<file path="src/hdl/spa_pkg.sv">
package spa_pkg;

    // List depth and the cap on results of one run
    localparam int MAX_TERMS   = 16;
    localparam int MAX_RESULTS = 32;

    // Entry address, list count (holds MAX_TERMS itself) and result counter widths
    localparam int AW = (MAX_TERMS > 1) ? $clog2(MAX_TERMS) : 1;
    localparam int CW = $clog2(MAX_TERMS + 1);
    localparam int KW = (MAX_RESULTS > 1) ? $clog2(MAX_RESULTS) : 1;

    // Command codes
    localparam logic [1:0] CMD_APPEND_A = 2'd0;
    localparam logic [1:0] CMD_APPEND_B = 2'd1;
    localparam logic [1:0] CMD_RUN      = 2'd2;

    // Input item
    typedef struct packed {
        logic [1:0]          command;
        logic signed [15:0]  coeff_in;
        logic [15:0]         exp_in;
    } t_in;

    // Result item
    typedef struct packed {
        logic signed [16:0]  coeff_out;
        logic [15:0]         exp_out;
        logic                term_valid;
        logic                last_term;
        logic                dropped_flag;
    } t_out;

    // One stored term
    typedef struct packed {
        logic signed [15:0]  coeff;
        logic [15:0]         exp;
    } t_term;

    // List state handed to the merge engine
    typedef struct packed {
        logic [CW-1:0]       cnt_a;
        logic [CW-1:0]       cnt_b;
        logic                sticky;
    } t_run_ctx;

endpackage

</file>
<file path="src/hdl/spa_list_ram.sv">
module spa_list_ram (
    input  logic               i_clk,
    input  logic               i_we,
    input  logic [spa_pkg::AW-1:0] i_waddr,
    input  spa_pkg::t_term     i_wdata,
    input  logic [spa_pkg::AW-1:0] i_raddr,
    output spa_pkg::t_term     o_rdata
);
    import spa_pkg::*;

    t_term r_mem [MAX_TERMS];

    // One write port, one registered read port
    always_ff @(posedge i_clk) begin
        if (i_we) begin
            r_mem[i_waddr] <= i_wdata;
        end
    end

    always_ff @(posedge i_clk) begin
        o_rdata <= r_mem[i_raddr];
    end

endmodule

</file>
<file path="src/hdl/spa_merge.sv">
module spa_merge (
    input  logic               i_clk,
    input  logic               i_rst_n,
    input  logic               i_run,
    input  spa_pkg::t_run_ctx  i_ctx,
    input  spa_pkg::t_term     i_rdata_a,
    input  spa_pkg::t_term     i_rdata_b,
    output logic [spa_pkg::AW-1:0] o_raddr_a,
    output logic [spa_pkg::AW-1:0] o_raddr_b,
    output logic               o_busy,
    output logic               o_done,
    output logic               o_strobe,
    output spa_pkg::t_out      o_result
);
    import spa_pkg::*;

    typedef enum logic {
        ST_IDLE,
        ST_MERGE
    } t_state;

    t_state        r_state, n_state;
    logic [CW-1:0] r_i, n_i, r_j, n_j;
    logic [CW-1:0] r_cnt_a, r_cnt_b;
    logic [KW-1:0] r_k;
    logic          r_sticky;
    logic          r_strobe, n_strobe;
    t_out          r_result, n_result;

    logic          have_a, have_b, take_a, take_b, take_ab, more, last;
    logic          empty_run;

    // Pick the larger exponent, or both on a tie
    always_comb begin
        have_a  = (r_i < r_cnt_a);
        have_b  = (r_j < r_cnt_b);
        take_ab = have_a && have_b && (i_rdata_a.exp == i_rdata_b.exp);
        take_a  = have_a && (!have_b || (i_rdata_a.exp > i_rdata_b.exp));
        take_b  = have_b && (!have_a || (i_rdata_b.exp > i_rdata_a.exp));
    end

    // Next pointers, end-of-run detection and the result word
    always_comb begin
        n_state   = r_state;
        n_i       = r_i;
        n_j       = r_j;
        n_strobe  = 1'b0;
        n_result  = r_result;
        more      = 1'b0;
        last      = 1'b0;
        empty_run = (i_ctx.cnt_a == '0) && (i_ctx.cnt_b == '0);
        o_done    = 1'b0;
        case (r_state)
            ST_IDLE: begin
                n_i = '0;
                n_j = '0;
                if (i_run) begin
                    if (empty_run) begin
                        // Nothing loaded: one empty result
                        n_strobe               = 1'b1;
                        n_result.coeff_out     = '0;
                        n_result.exp_out       = '0;
                        n_result.term_valid    = 1'b0;
                        n_result.last_term     = 1'b1;
                        n_result.dropped_flag  = i_ctx.sticky;
                        o_done                 = 1'b1;
                    end else begin
                        n_state = ST_MERGE;
                    end
                end
            end
            ST_MERGE: begin
                n_i  = r_i + CW'(take_a || take_ab);
                n_j  = r_j + CW'(take_b || take_ab);
                more = (n_i < r_cnt_a) || (n_j < r_cnt_b);
                last = !more || (r_k == KW'(MAX_RESULTS - 1));
                n_strobe              = 1'b1;
                n_result.term_valid   = 1'b1;
                n_result.last_term    = last;
                n_result.dropped_flag = r_sticky;
                if (take_ab) begin
                    n_result.coeff_out = 17'(i_rdata_a.coeff) + 17'(i_rdata_b.coeff);
                    n_result.exp_out   = i_rdata_a.exp;
                end else if (take_a) begin
                    n_result.coeff_out = 17'(i_rdata_a.coeff);
                    n_result.exp_out   = i_rdata_a.exp;
                end else begin
                    n_result.coeff_out = 17'(i_rdata_b.coeff);
                    n_result.exp_out   = i_rdata_b.exp;
                end
                if (last) begin
                    n_state = ST_IDLE;
                    o_done  = 1'b1;
                end
            end
            default: begin
                n_state = ST_IDLE;
            end
        endcase
    end

    // Read ahead: the RAMs fetch the entries the next cycle will compare
    assign o_raddr_a = n_i[AW-1:0];
    assign o_raddr_b = n_j[AW-1:0];

    // State, pointers, result count and result strobe
    always_ff @(posedge i_clk) begin
        if (!i_rst_n) begin
            r_state  <= ST_IDLE;
            r_i      <= '0;
            r_j      <= '0;
            r_k      <= '0;
            r_strobe <= 1'b0;
        end else begin
            r_state  <= n_state;
            r_i      <= n_i;
            r_j      <= n_j;
            r_strobe <= n_strobe;
            if (r_state == ST_MERGE) begin
                r_k <= r_k + KW'(1);
            end else begin
                r_k <= '0;
            end
        end
    end

    // Registered result word, and snapshot of list state at run start
    always_ff @(posedge i_clk) begin
        r_result <= n_result;
        if (r_state == ST_IDLE) begin
            r_cnt_a  <= i_ctx.cnt_a;
            r_cnt_b  <= i_ctx.cnt_b;
            r_sticky <= i_ctx.sticky;
        end
    end

    assign o_busy   = (r_state != ST_IDLE);
    assign o_strobe = r_strobe;
    assign o_result = r_result;

endmodule

</file>
<file path="src/hdl/sparse_polynomial_add.sv">
// Channel   Ports                       Transfer
// -------   -------------------------   ---------------------------------------
// item in   start, busy, i_item         start high and busy low at clock edge
// result    o_strobe, o_result          o_strobe high for one cycle, no stall
//
// An append leaves busy low; a term for a non-full list is written to its
// list RAM at the accepting edge. A run with terms holds busy high and gives
// one merged term per cycle, paced by the registered read of the two list
// RAMs, read ahead at the next pointers; the first term passes the state and
// result registers, the last one while busy is low again. An empty run never
// raises busy; its result shows in the cycle right after the accepting edge.
// Reset (synchronous, active low) empties both lists and clears the drop
// flag; RAM contents are not cleared. Results cannot be held off.
module sparse_polynomial_add (
    input  logic            i_clk,
    input  logic            i_rst_n,
    input  logic            start,
    output logic            busy,
    input  spa_pkg::t_in    i_item,
    output logic            o_strobe,
    output spa_pkg::t_out   o_result
);
    import spa_pkg::*;

    logic [CW-1:0] r_cnt_a, r_cnt_b;
    logic          r_sticky;
    logic          accept, app_a, app_b, full_a, full_b, we_a, we_b, run, done;
    t_term         wterm, rdata_a, rdata_b;
    logic [AW-1:0] raddr_a, raddr_b;
    t_run_ctx      ctx;

    // Command decode
    assign accept = start && !busy;
    assign app_a  = accept && (i_item.command == CMD_APPEND_A);
    assign app_b  = accept && (i_item.command == CMD_APPEND_B);
    assign run    = accept && (i_item.command == CMD_RUN);
    assign full_a = (r_cnt_a >= CW'(MAX_TERMS));
    assign full_b = (r_cnt_b >= CW'(MAX_TERMS));
    assign we_a   = app_a && !full_a;
    assign we_b   = app_b && !full_b;

    assign wterm.coeff = i_item.coeff_in;
    assign wterm.exp   = i_item.exp_in;

    // List fill counts and drop flag; a finished run empties both lists
    always_ff @(posedge i_clk) begin
        if (!i_rst_n) begin
            r_cnt_a  <= '0;
            r_cnt_b  <= '0;
            r_sticky <= 1'b0;
        end else if (done) begin
            r_cnt_a  <= '0;
            r_cnt_b  <= '0;
            r_sticky <= 1'b0;
        end else begin
            if (we_a) begin
                r_cnt_a <= r_cnt_a + CW'(1);
            end
            if (we_b) begin
                r_cnt_b <= r_cnt_b + CW'(1);
            end
            if ((app_a && full_a) || (app_b && full_b)) begin
                r_sticky <= 1'b1;
            end
        end
    end

    assign ctx.cnt_a  = r_cnt_a;
    assign ctx.cnt_b  = r_cnt_b;
    assign ctx.sticky = r_sticky;

    spa_list_ram u_ram_a (
        .i_clk   (i_clk),
        .i_we    (we_a),
        .i_waddr (r_cnt_a[AW-1:0]),
        .i_wdata (wterm),
        .i_raddr (raddr_a),
        .o_rdata (rdata_a)
    );

    spa_list_ram u_ram_b (
        .i_clk   (i_clk),
        .i_we    (we_b),
        .i_waddr (r_cnt_b[AW-1:0]),
        .i_wdata (wterm),
        .i_raddr (raddr_b),
        .o_rdata (rdata_b)
    );

    spa_merge u_merge (
        .i_clk     (i_clk),
        .i_rst_n   (i_rst_n),
        .i_run     (run),
        .i_ctx     (ctx),
        .i_rdata_a (rdata_a),
        .i_rdata_b (rdata_b),
        .o_raddr_a (raddr_a),
        .o_raddr_b (raddr_b),
        .o_busy    (busy),
        .o_done    (done),
        .o_strobe  (o_strobe),
        .o_result  (o_result)
    );

endmodule

</file>
<file path="config.mk">
export PLATFORM = sky130hd
export DESIGN_NAME = sparse_polynomial_add
export DESIGN_NICKNAME = d
export VERILOG_FILES = /design/src/hdl/spa_pkg.sv /design/src/hdl/spa_list_ram.sv /design/src/hdl/spa_merge.sv /design/src/hdl/sparse_polynomial_add.sv
export SDC_FILE = /design/constraint.sdc
export NUM_CORES = 1
export LEC_CHECK = 0
export BUFFER_PORTS_ARGS = -buffer_cell sky130_fd_sc_hd__buf_4
export CAP_MARGIN = 10
export CORE_ASPECT_RATIO = 1.1
export CORE_MARGIN = 4
export CORE_UTILIZATION = 54
export CTS_BUF_LIST = sky130_fd_sc_hd__clkbuf_16
export CTS_CLUSTER_DIAMETER = 80
export CTS_CLUSTER_SIZE = 10
export DETAILED_ROUTE_END_ITERATION = 10
export PLACE_DENSITY_LB_ADDON = 0.3
export REMOVE_ABC_BUFFERS = 1
export SETUP_SLACK_MARGIN = 0.2
export SYNTH_ARGS = -nofsm -noshare
export SYNTH_HDL_FRONTEND = slang
export SYNTH_SLANG_ARGS = --single-unit
</file>
<file path="constraint.sdc">
create_clock -name i_clk -period 4.2 [get_ports i_clk]
set_input_delay 0.42 -clock i_clk [delete_from_list [all_inputs] [get_ports i_clk]]
set_output_delay 0.42 -clock i_clk [all_outputs]
set_load 0.01 [all_outputs]
</file>
Yosys cells after proc, flatten, opt, wreduce, memory -nomap -nowiden
Memories as Yosys holds them, arrays and structs flattened. A register that Yosys moved wholly into a read port is not among the register bits.
Index checks and enable logic that the tools add are counted.
W data, S select, Z words.
{ "word_totals": {"regBits": 75, "inputBits": 37, "output_inout_bits": 38, "ram_bits": 1024, "elab_cells": 92, "n_memories": 2} }
{ "memory_table": {"columns": ["name", "words", "word_bits", "read_ports", "rd_ports_with_merged_regs", "wr", "line", "source"], "rows": [
  ["u_ram_a.r_mem", 16, 32, 1, 1, 1, "spa_list_ram.sv:11", "t_term r_mem [MAX_TERMS];"],
  ["u_ram_b.r_mem", 16, 32, 1, 1, 1, "spa_list_ram.sv:11", null]
]} }
{ "op_classes": {"n_bitwise": 2, "add_sub_neg": 6, "n_mux": 20, "order_cmp": 8, "eq_ne": 6, "n_reduce_logical": 32} }
{ "op_table": {"columns": ["operator", "n"], "rows": [
  ["$mux W36", 2],
  ["$pmux W36 S2", 1],
  ["$mux W33", 2],
  ["$gt A16 B16 Y1", 2],
  ["$lt A5 B5 Y1", 4],
  ["$pmux W5 S2", 2],
  ["$add A16 B16 Y17", 1],
  ["$eq A16 B16 Y1", 1],
  ["$add A5 B1 Y5 const B", 3],
  ["$logic_and A1 B1 Y1", 13],
  ["$add A5 B1 Y5", 2],
  ["$ge A5 B5 Y1 const B", 2],
  ["$logic_not A5 Y1", 2],
  ["$mux W1", 10],
  ["$logic_or A1 B1 Y1", 7],
  ["$logic_not A1 Y1", 6],
  ["$pmux W1 S2", 3],
  ["$eq A5 B5 Y1 const B", 1],
  ["$reduce_and A2 Y1", 2],
  ["$eq A2 B1 Y1 const B", 1],
  ["$eq A2 B2 Y1 const B", 1],
  ["$logic_not A2 Y1", 1],
  ["$ne A2 B1 Y1 const B", 1],
  ["$ne A2 B2 Y1 const B", 1],
  ["2 further kinds", 3]
]} }

Longest topological paths before layout
Gate-level depths: netlist (run 1).
{ "depth": {"word_depth": 13, "ltp_mapped": 21, "ltp_nobuf": 18} }

Cells and area by module
Synthesis (run 1) repeated with hierarchy kept, for this count alone.
{ "unflattened": {"cells_unflattened": 2181, "hier_area_um2": 44644.1} }
{ "modules_own_cells": {"columns": ["module", "cells_per_inst", "n_inst", "area_per_inst_um2", "seq_area_each_um2"], "rows": [
  ["spa_list_ram", 838, 2, 19854.0, 16015.4],
  ["spa_merge", 443, 1, 4394.2, 1751.7],
  ["sparse_polynomial_add", 62, 1, 541.8, 220.2]
]} }

Least setup slack after synthesis (run 1)
No wires, ideal clock.
{ "synth_timing": {"path_type": "register -> register", "startpoint": "reg r_cnt_b[2]", "endpoint": "reg u_merge.r_result (netlist bit u_merge.o_result[0]), enable pin", "setup_time_ns": 0.481, "period_less_slack_ns": 4.019, "stages_incl_launch_ff": 5, "t_required_ns": 3.719, "path_slack_ns": 0.181, "t_arrival_ns": 3.538, "n_path_buf": 1, "cell_sequence": "dfxtp_1 -> clkbuf_1 -> nor4_1 -> nand4_1 -> o21ai_0"} }
{ "synth_via": {"elab_chain_cells": 4} }
{ "synth_lines": {"columns": ["element", "line", "source"], "rows": [
  ["start: declaration", "sparse_polynomial_add.sv:25", "logic [CW-1:0] r_cnt_a, r_cnt_b;"],
  ["start signal: assignment", "sparse_polynomial_add.sv:60", "r_cnt_b <= r_cnt_b + CW'(1);"],
  ["$logic_not A5 Y1", "spa_merge.sv:51", "empty_run = (i_ctx.cnt_a == '0) && (i_ctx.cnt_b == '0);"],
  ["$logic_and A1 B1 Y1", "spa_merge.sv:51", null],
  ["$ne A2 B1 Y1 (no line)", null, null],
  ["$reduce_and A2 Y1 (no line)", null, null],
  ["end signal: assignment", "spa_merge.sv:129", "r_result <= n_result;"],
  ["end: declaration", "spa_merge.sv:28", "t_out r_result, n_result;"]
]} }
Every way passes these cells.
A chain may end at the register's enable or synchronous reset.

Worst setup path in the final report (run 1)
{ "layout_timing": {"startpoint": "reg u_ram_b.o_rdata[6] (netlist name)", "endpoint": "reg u_ram_a.o_rdata[11] (netlist name)"} }
{ "layout_via": {"elab_chain_cells": 6, "word_cells_on_any_way": 8, "classes_between": "add/sub (1); order compare (1); eq/ne (1); mux (1); reduce/logical (4)"} }
{ "layout_lines": {"columns": ["element", "line", "source"], "rows": [
  ["$gt A16 B16 Y1", "spa_merge.sv:38", "take_a = have_a && (!have_b || (i_rdata_a.exp > i_rdata_b.exp));"],
  ["$logic_or A1 B1 Y1", "spa_merge.sv:38", null],
  ["$logic_and A1 B1 Y1", "spa_merge.sv:38", null],
  ["$logic_or A1 B1 Y1 (*)", "spa_merge.sv:73", "n_i = r_i + CW'(take_a || take_ab);"],
  ["$add A5 B1 Y5 (*)", "spa_merge.sv:73", null],
  ["$pmux W5 S2 (*)", "spa_merge.sv:53", "case (r_state)"]
]} }
Every way passes the cells marked *; elsewhere a longest branch is shown, timed or not.

==> impl_results.md, run 1 <==
* Slew HR at 0.0884
* Leakage at 18.3 nW
* Clock latency on the worst-skew pair at around 0.74 ns
* Final ANT Viol Nets at 0
* Yosys warnings at 0
* Cell Area, Synth at ~47,000 sq um
* Post-synth top area share at 0.691
* Ys flop type: edfxtp_1
* Pwr dens at ~440 nW/um^2
* Hold Vio Cnt, Final at 0
* Leading area contributor after synthesis: edfxtp_1
* Die Width at 288 um
* WL final at around 120,000 um
* Total GRT Usage at 0.259
* Fin util at 0.641
* Clk root buf: clkbuf_16
* Final setup vio count at 0
* Worst-case clock buffer depth at 3
* CTS HTree Levels at 4
* Share of layout cells above drive strength 1 at 0.150
* Least-Margin Pin Slew at around 1.4 ns
* Starting Density at 0.546
* Worst EP required at slightly below 5 ns
* Mapped Cells at roughly 3,300
* Synth top cells by count: edfxtp_1 (1,071), nand2_1 (579), a211oi_1 (328), nor2b_1 (269), clkbuf_1 (196)
* Reg clk slew, reported paths at roughly 0.06 ns
* Core footprint at 85,200 sq um
* Row Count at around 110
* Via count at 29,523
* Clk_skew at a little over 0.03 ns
* DRC viols at 0
* Ports at 75
* Crit path launch type: flip-flop
* 1st-iter DRT viols at about 3,100
* Hold WC Path Type: in -> reg
* Max-cap check violation count at 0
* DR vias/cell at around 6.2
* Area Overhead vs Synth at 17.3%
* Worst Path Max Fanout at 7
* Routed length per instance at about 25 um
* Syn avg cell area at roughly 14 sq um
* Type of the worst setup path: reg -> reg
* Wire length of the first global-routing pass at 176,000 um
* Clock tree sinks at roughly 1,200
* Die span in y at ~320 um
* Synth top area cells: edfxtp_1 (69%), a211oi_1 (5.3%), nand2_1 (4.7%), dfxtp_1 (4.0%), nor2b_1 (3.6%)
* Setup slack after layout at about 0.27 ns
* Status: completed
* First drt pass iteration count at 5
* Maximum VDD drop at ~0.36 mV
* Final Critical Period at roughly 3.9 ns
* Grt total ovfl at 0
* CTS tree: done
* Unrepaired setup endpoints after global routing: yes
* Pre-CTS setup slack at -0.0497 ns
* Buffers on Ports at 74
* Nets at 3,610
* Vias in the first global route at approximately 29,000
* Critical Path AT at roughly 4.6 ns
* Largest net degree at the start of global routing at ~110
* Async set-or-reset flop fraction in the synthesized netlist at 0
* Final Cycle Share at 0.935
* Num CTS Buffers at about 130
* Synth cell types at 48
* Die ar. at 91,000 sq um
* Initial antenna violation count at 3
* Max-slew violation count at 0
* Fmax at approximately 250 MHz
* Worst setup EP type: flip-flop
* Seq cells post-synth at between 1,000 and 1,500
* Post-synth EDFFs at between 1,000 and 1,500
* Register area share after synthesis at 0.731
* DP HPWL at roughly 66,000 um
* Most frequent cell after synthesis: edfxtp_1
* GP Congestion at ~0.85
-- flip-flops by register name, indices dropped and copies added, names as in the netlist --
signal and flops:
u_merge.r_j 5, u_ram_b.o_rdata 32, u_merge.o_result 36, u_ram_a.r_mem 512
r_cnt_b 5, u_ram_a.o_rdata 32, r_sticky 1, r_cnt_a 5
u_merge.r_i 5, u_merge.o_strobe 1, u_merge.r_cnt_b 5, u_merge.r_k 5
u_merge.r_sticky 1, u_merge.o_busy 1, u_ram_b.r_mem 512, u_merge.r_cnt_a 5
-- placed cells by master, fill, tap and decap left out, types with 5 or more instances in the layout --
cell / instances
a211oi_1: 296
a211oi_2: 32
a21o_1: 9
a21oi_1: 151
a21oi_2: 5
a311oi_1: 123
a311oi_2: 6
a31oi_1: 134
and3_1: 11
buf_12: 55
buf_4: 205
clkbuf_16: 141
dfxtp_1: 88
edfxtp_1: 1071
ha_1: 55
ha_4: 7
inv_1: 112
inv_16: 5
inv_6: 6
mux2i_1: 34
nand2_1: 571
nand2b_1: 9
nand3_1: 17
nand4_1: 8
nor2_1: 27
nor2_4: 24
nor2b_1: 268
nor3_2: 10
o21ai_0: 17
xnor2_1: 14
xor2_1: 12
-- cells by family after synthesis --
| kind of cell | count (synthesis) | synth area share |
|---|---|---|
| multiplexers | 37 | 0.00812 |
| flip-flops | 1163 | 0.731 |
| XOR/XNOR | 26 | 0.00489 |
| AND/OR/NAND/NOR | 973 | 0.0967 |
| AO/OA/AOI/OAI | 799 | 0.120 |
| buffers and inverters | 272 | 0.0227 |
| adder cells (fa/ha/maj) | 63 | 0.0171 |
-- critical path, cell delays in order (launching register included) --
cell and delay [ns]:
dfxtp_2 0.33, inv_1 0.07, ha_4 0.26, nand4_1 0.19, or4_4 0.61, o21ai_4 0.20, a31oi_4 0.07, nor2_8 0.11
inv_1 0.07, ha_4 0.17, ha_4 0.16, xor2_1 0.20, buf_4 0.18, nand2_8 0.15, buf_12 0.25, clkbuf_4 0.19
a311oi_2 0.26, a21oi_1 0.07, a21oi_1 0.26
-- final timing paths --
path,slack (ns),end,from,cells after the start
worst max register to register,0.27,u_ram_a.o_rdata[11]$_DFF_P_,u_ram_b.o_rdata[6]$_DFF_P_,18
worst min-delay path,0.09,u_ram_a.r_mem[5][30]$_DFFE_PP_,i_item[30],1
worst max-delay path,0.27,u_ram_a.o_rdata[11]$_DFF_P_,u_ram_b.o_rdata[6]$_DFF_P_,18
worst min register to register,0.44,u_merge.r_k[0]$_SDFF_PN0_,u_merge.r_k[0]$_SDFF_PN0_,1
-- repair_timing --
action	CTS	global route
hold endpoints to repair	6	0
cloned	0	7
setup endpoints to repair	19	66
gates resized for setup	5	72
hold buffers	1	0
setup buffers	0	14
pin swaps	1	30
-- through the flow --
stage / cell area [sq um] / total power [mW] / cells / hold slack (ns) / TNS, ns
3_3_place_gp: 50000 / 13.8 / 4492 / 0.426 / 0
3_5_place_dp: 50000 / 13.8 / 4492 / 0.433 / -0.0497
4_1_cts: 53900 / 24.0 / 4715 / 0.0429 / 0
5_1_grt: 54600 / 24.6 / 4736 / 0.0735 / 0
2_1_floorplan: 45600 / 13.4 / 3101 / 0.418 / -694.04
6_report: 54600 / 23.9 / 4738 / 0.0852 / 0
-- metal layers --
metal / up-vias / part of all wire / track usage
met4: 2 / 0.036 / 0.103
li1: 13085 / - / -
met1: 14686 / 0.40 / 0.354
met5: - / 0.00011 / 0
met2: 1474 / 0.48 / 0.417
met3: 276 / 0.086 / 0.0463
-- report_power, final --
part           leakage, nW  internal [mW]  switching [mW]
registers             10.4           12.7          0.0342
clock network         2.15           5.82            4.46
logic                 5.76          0.274           0.626
-- area by class of cell --
| type | instances | area [sq um] |
|---|---|---|
| Tap cell | 1140 | 1430 |
| Antenna cell | 2 | 5.00 |
| Clock inverter | 87 | 488 |
| Multi-Input combinational cell | 1899 | 12200 |
| Inverter | 40 | 150 |
| Timing Repair Buffer | 272 | 2900 |
| Sequential cell | 1163 | 34000 |
| Clock buffer | 135 | 3380 |
| Fill cell | 5959 | 30600 |
No activity file was read; power rests on OpenSTA's default activity.
==> run 2: changes to the inputs <==
--- a/config.mk
+++ b/config.mk
@@ -9,7 +9,7 @@
 export CAP_MARGIN = 10
 export CORE_ASPECT_RATIO = 1.1
 export CORE_MARGIN = 4
-export CORE_UTILIZATION = 54
+export CORE_UTILIZATION = 55
 export CTS_BUF_LIST = sky130_fd_sc_hd__clkbuf_16
 export CTS_CLUSTER_DIAMETER = 80
 export CTS_CLUSTER_SIZE = 10
==> run 2 against run 1 <==
Maximum frequency up 1.5%. Global-route usage is 0.50 points lower. Die area shrank 1.8%. Clock skew hardly changed.
==> impl_results.md, run 2 (same netlist as run 1, synthesis figures left out) <==
* Status: completed
* Largest net degree at the start of global routing at 125 (+18%)
* Wire length of the first global-routing pass at 172,000 um (-2.6%)
* CTS tree: done
* M1 GR Usage at 0.342 (-0.0118)
* Finished Cell Area at 53,800 sq um (-1.5%)
* Leakage at 18.0 nW (-2.0%)
* Num CTS Buffers at 134 (unchanged)
* Clock latency on the worst-skew pair at 0.74 ns (about the same)
* Final Cycle Share at 0.921 (-0.0142)
* Switching share of power at 0.212 (-0.00238)
* Area Overhead vs Synth at 15.5%
* Pwr dens at 443 nW/um^2 (+1.1%)
* Buffers on Ports at 74 (unchanged)
* Total GRT Usage at 0.254 (-0.00504)
* Unrepaired setup endpoints after global routing: no
* Critical Path AT at 4.46 ns (-0.09 ns)
* Int Pwr at 18.8 mW (-0.14%)
* Row Count at 111 (-0.89%)
* Share of layout cells above drive strength 1 at 0.131 (-0.0187)
* CTS HTree Levels at 4 (unchanged)
* DR vias/cell at 6.33 (+1.6%)
* Final Critical Period at 3.87 ns (-0.0595 ns)
* Slew HR at 0.248 (+0.160)
* Comb pwr share at 0.038 (about the same)
* Grt total ovfl at 0 (unchanged)
* Routed length per instance at 25.7 um (+1.4%)
* Ports at 75 (unchanged)
* Die Width at 285 um (-0.89%)
* Max-cap check violation count at 0 (unchanged)
* Clock tree sinks at 1,163 (unchanged)
* Initial antenna violation count at 3 (unchanged)
* Most frequent cells in the layout: edfxtp_1 (1,071), nand2_1 (571), a211oi_1 (311)
* Dpl cell area at 49,200 sq um (-1.5%)
* WL final at 120,000 um (-0.29%)
* GP Congestion at 0.840 (-0.70%)
* First drt pass iteration count at 6 (+1)
* DRC viols at 0 (unchanged)
* Least-Margin Pin Slew at 1.12 ns (-0.238 ns)
* Worst setup EP type: flip-flop
* Setup slack after layout at 0.334 ns (+0.0595 ns)
* Filler cell count at 5,816 (-2.4%)
* Sequential share of power at 0.535 (+0.002)
* Clk root buf: clkbuf_16
* Reported net switching power at 5.04 mW (-1.5%)
* Type of the worst setup path: reg -> reg
* Crit path launch type: flip-flop
* Via count at 29,513 (-0.034%)
* GR Layer Usage met3 at 0.0543 (+0.00797)
* Hold Vio Cnt, Final at 0 (unchanged)
* Die ar. at 89,300 sq um (-1.8%)
* Fmax at 259 MHz (+1.5%)
* Clk_skew at 0.0305 ns (-0.000208 ns)
* Worst Path Max Fanout at 35 (+28)
* Worst EP required at 4.79 ns (-0.03 ns)
* Die span in y at 313 um (-0.89%)
* Nets at 3,555 (-1.5%)
* Maximum VDD drop at 0.392 mV (+9.4%)
* Clock power frac at 0.427 (-0.003)
* Starting Density at 0.557 (+0.0104)
* Worst-case clock buffer depth at 3 (unchanged)
* Pre-CTS setup slack at -0.0475 ns (+0.00220 ns)
* M2 GR Usage at 0.411 (-0.00662)
* DP HPWL at 64,600 um (-2.6%)
* Final ANT Viol Nets at 0 (unchanged)
* Busiest layer in global routing: met2
* Max-slew violation count at 0 (unchanged)
* Vias in the first global route at 28,412 (-0.75%)
* Core footprint at 83,600 sq um (-1.9%)
* Reg clk slew, reported paths at 0.06 ns (about the same)
* Hold buffer count at CTS at 0 (-1)
* Final setup vio count at 0 (unchanged)
* Hold WC Path Type: in -> reg
* Most common cell after layout, fill and taps aside: edfxtp_1
* 1st-iter DRT viols at 3,276 (+5.6%)
==> run 2: cell type report <==
class                           instances  area (sq um)  share of cell area
Antenna cell                            1          2.50           0.0000465
Clock buffer                          135          3380              0.0628
Clock inverter                         76           455             0.00847
Inverter                               40           150             0.00279
Multi-Input combinational cell       1900         12100               0.225
Sequential cell                      1163         34000               0.633
Tap cell                             1130          1410              0.0263
Timing Repair Buffer                  216          2280              0.0425
==> run 2: final timing paths <==
path	from	to	slack [ns]	cells past startpoint
setup / recovery	u_ram_a.o_rdata[0]$_DFF_P_	u_ram_a.o_rdata[6]$_DFF_P_	0.33	17
hold / removal	i_rst_n	u_merge.r_j[0]$_SDFF_PN0_	0.05	2
setup reg to reg	u_ram_a.o_rdata[0]$_DFF_P_	u_ram_a.o_rdata[6]$_DFF_P_	0.33	17
hold reg to reg	r_sticky$_SDFFE_PP0P_	u_merge.r_sticky$_DFFE_PN_	0.45	0
==> run 2: repair_timing <==
item	in CTS	in global routing
setup endpoints to repair	28	55
buffers inserted	0	12
gates cloned	0	12
pin swaps	0	19
gates resized for setup	6	54
hold endpoints to repair	0	0
==> run 2: through the flow <==
stage / hold slack, ns / utilization / TNS, ns / power (mW) / cells
2_1_floorplan: 0.418 / - / -694.04 / 13.4 / 3101
3_3_place_gp: 0.426 / 0.589 / 0 / 13.8 / 4425
3_5_place_dp: 0.443 / 0.589 / -0.0859 / 13.8 / 4425
4_1_cts: 0.00297 / 0.635 / 0 / 23.9 / 4636
5_1_grt: 0.0238 / 0.643 / 0 / 24.5 / 4660
6_report: 0.0493 / 0.643 / 0 / 23.8 / 4661
==> run 2: power by group through the flow <==
stage / Sequential (mW) / Combinational [mW] / Clock, mW
2_1_floorplan: 13.0 / 0.456 / 0
6_report: 12.7 / 0.904 / 10.2
4_1_cts: 12.7 / 0.842 / 10.3
3_3_place_gp: 13.0 / 0.805 / 0
5_1_grt: 12.7 / 0.978 / 10.8
3_5_place_dp: 13.0 / 0.837 / 0
==> run 2: worst max-delay path, cell delays in order, from the launching register on <==
cell      delay, ns
dfxtp_1        0.34
inv_1          0.06
ha_1           0.29
nand4_1        0.15
or4_4          0.63
o21ai_4        0.20
a31oi_4        0.07
nor2_8         0.11
inv_1          0.07
ha_4           0.17
ha_4           0.16
xor2_2         0.17
buf_4          0.16
nand2_4        0.12
buf_16         0.27
a311oi_1       0.29
a21oi_1        0.11
a21oi_1        0.32
==> run 2: per-layer routing <==
layer / part of all wire / up-vias / wire length (um)
li1: - / 12968 / -
met1: 0.39 / 14690 / 46400
met2: 0.48 / 1578 / 57100
met3: 0.099 / 277 / 11900
met4: 0.037 / 0 / 4460
met5: 0 / - / 0
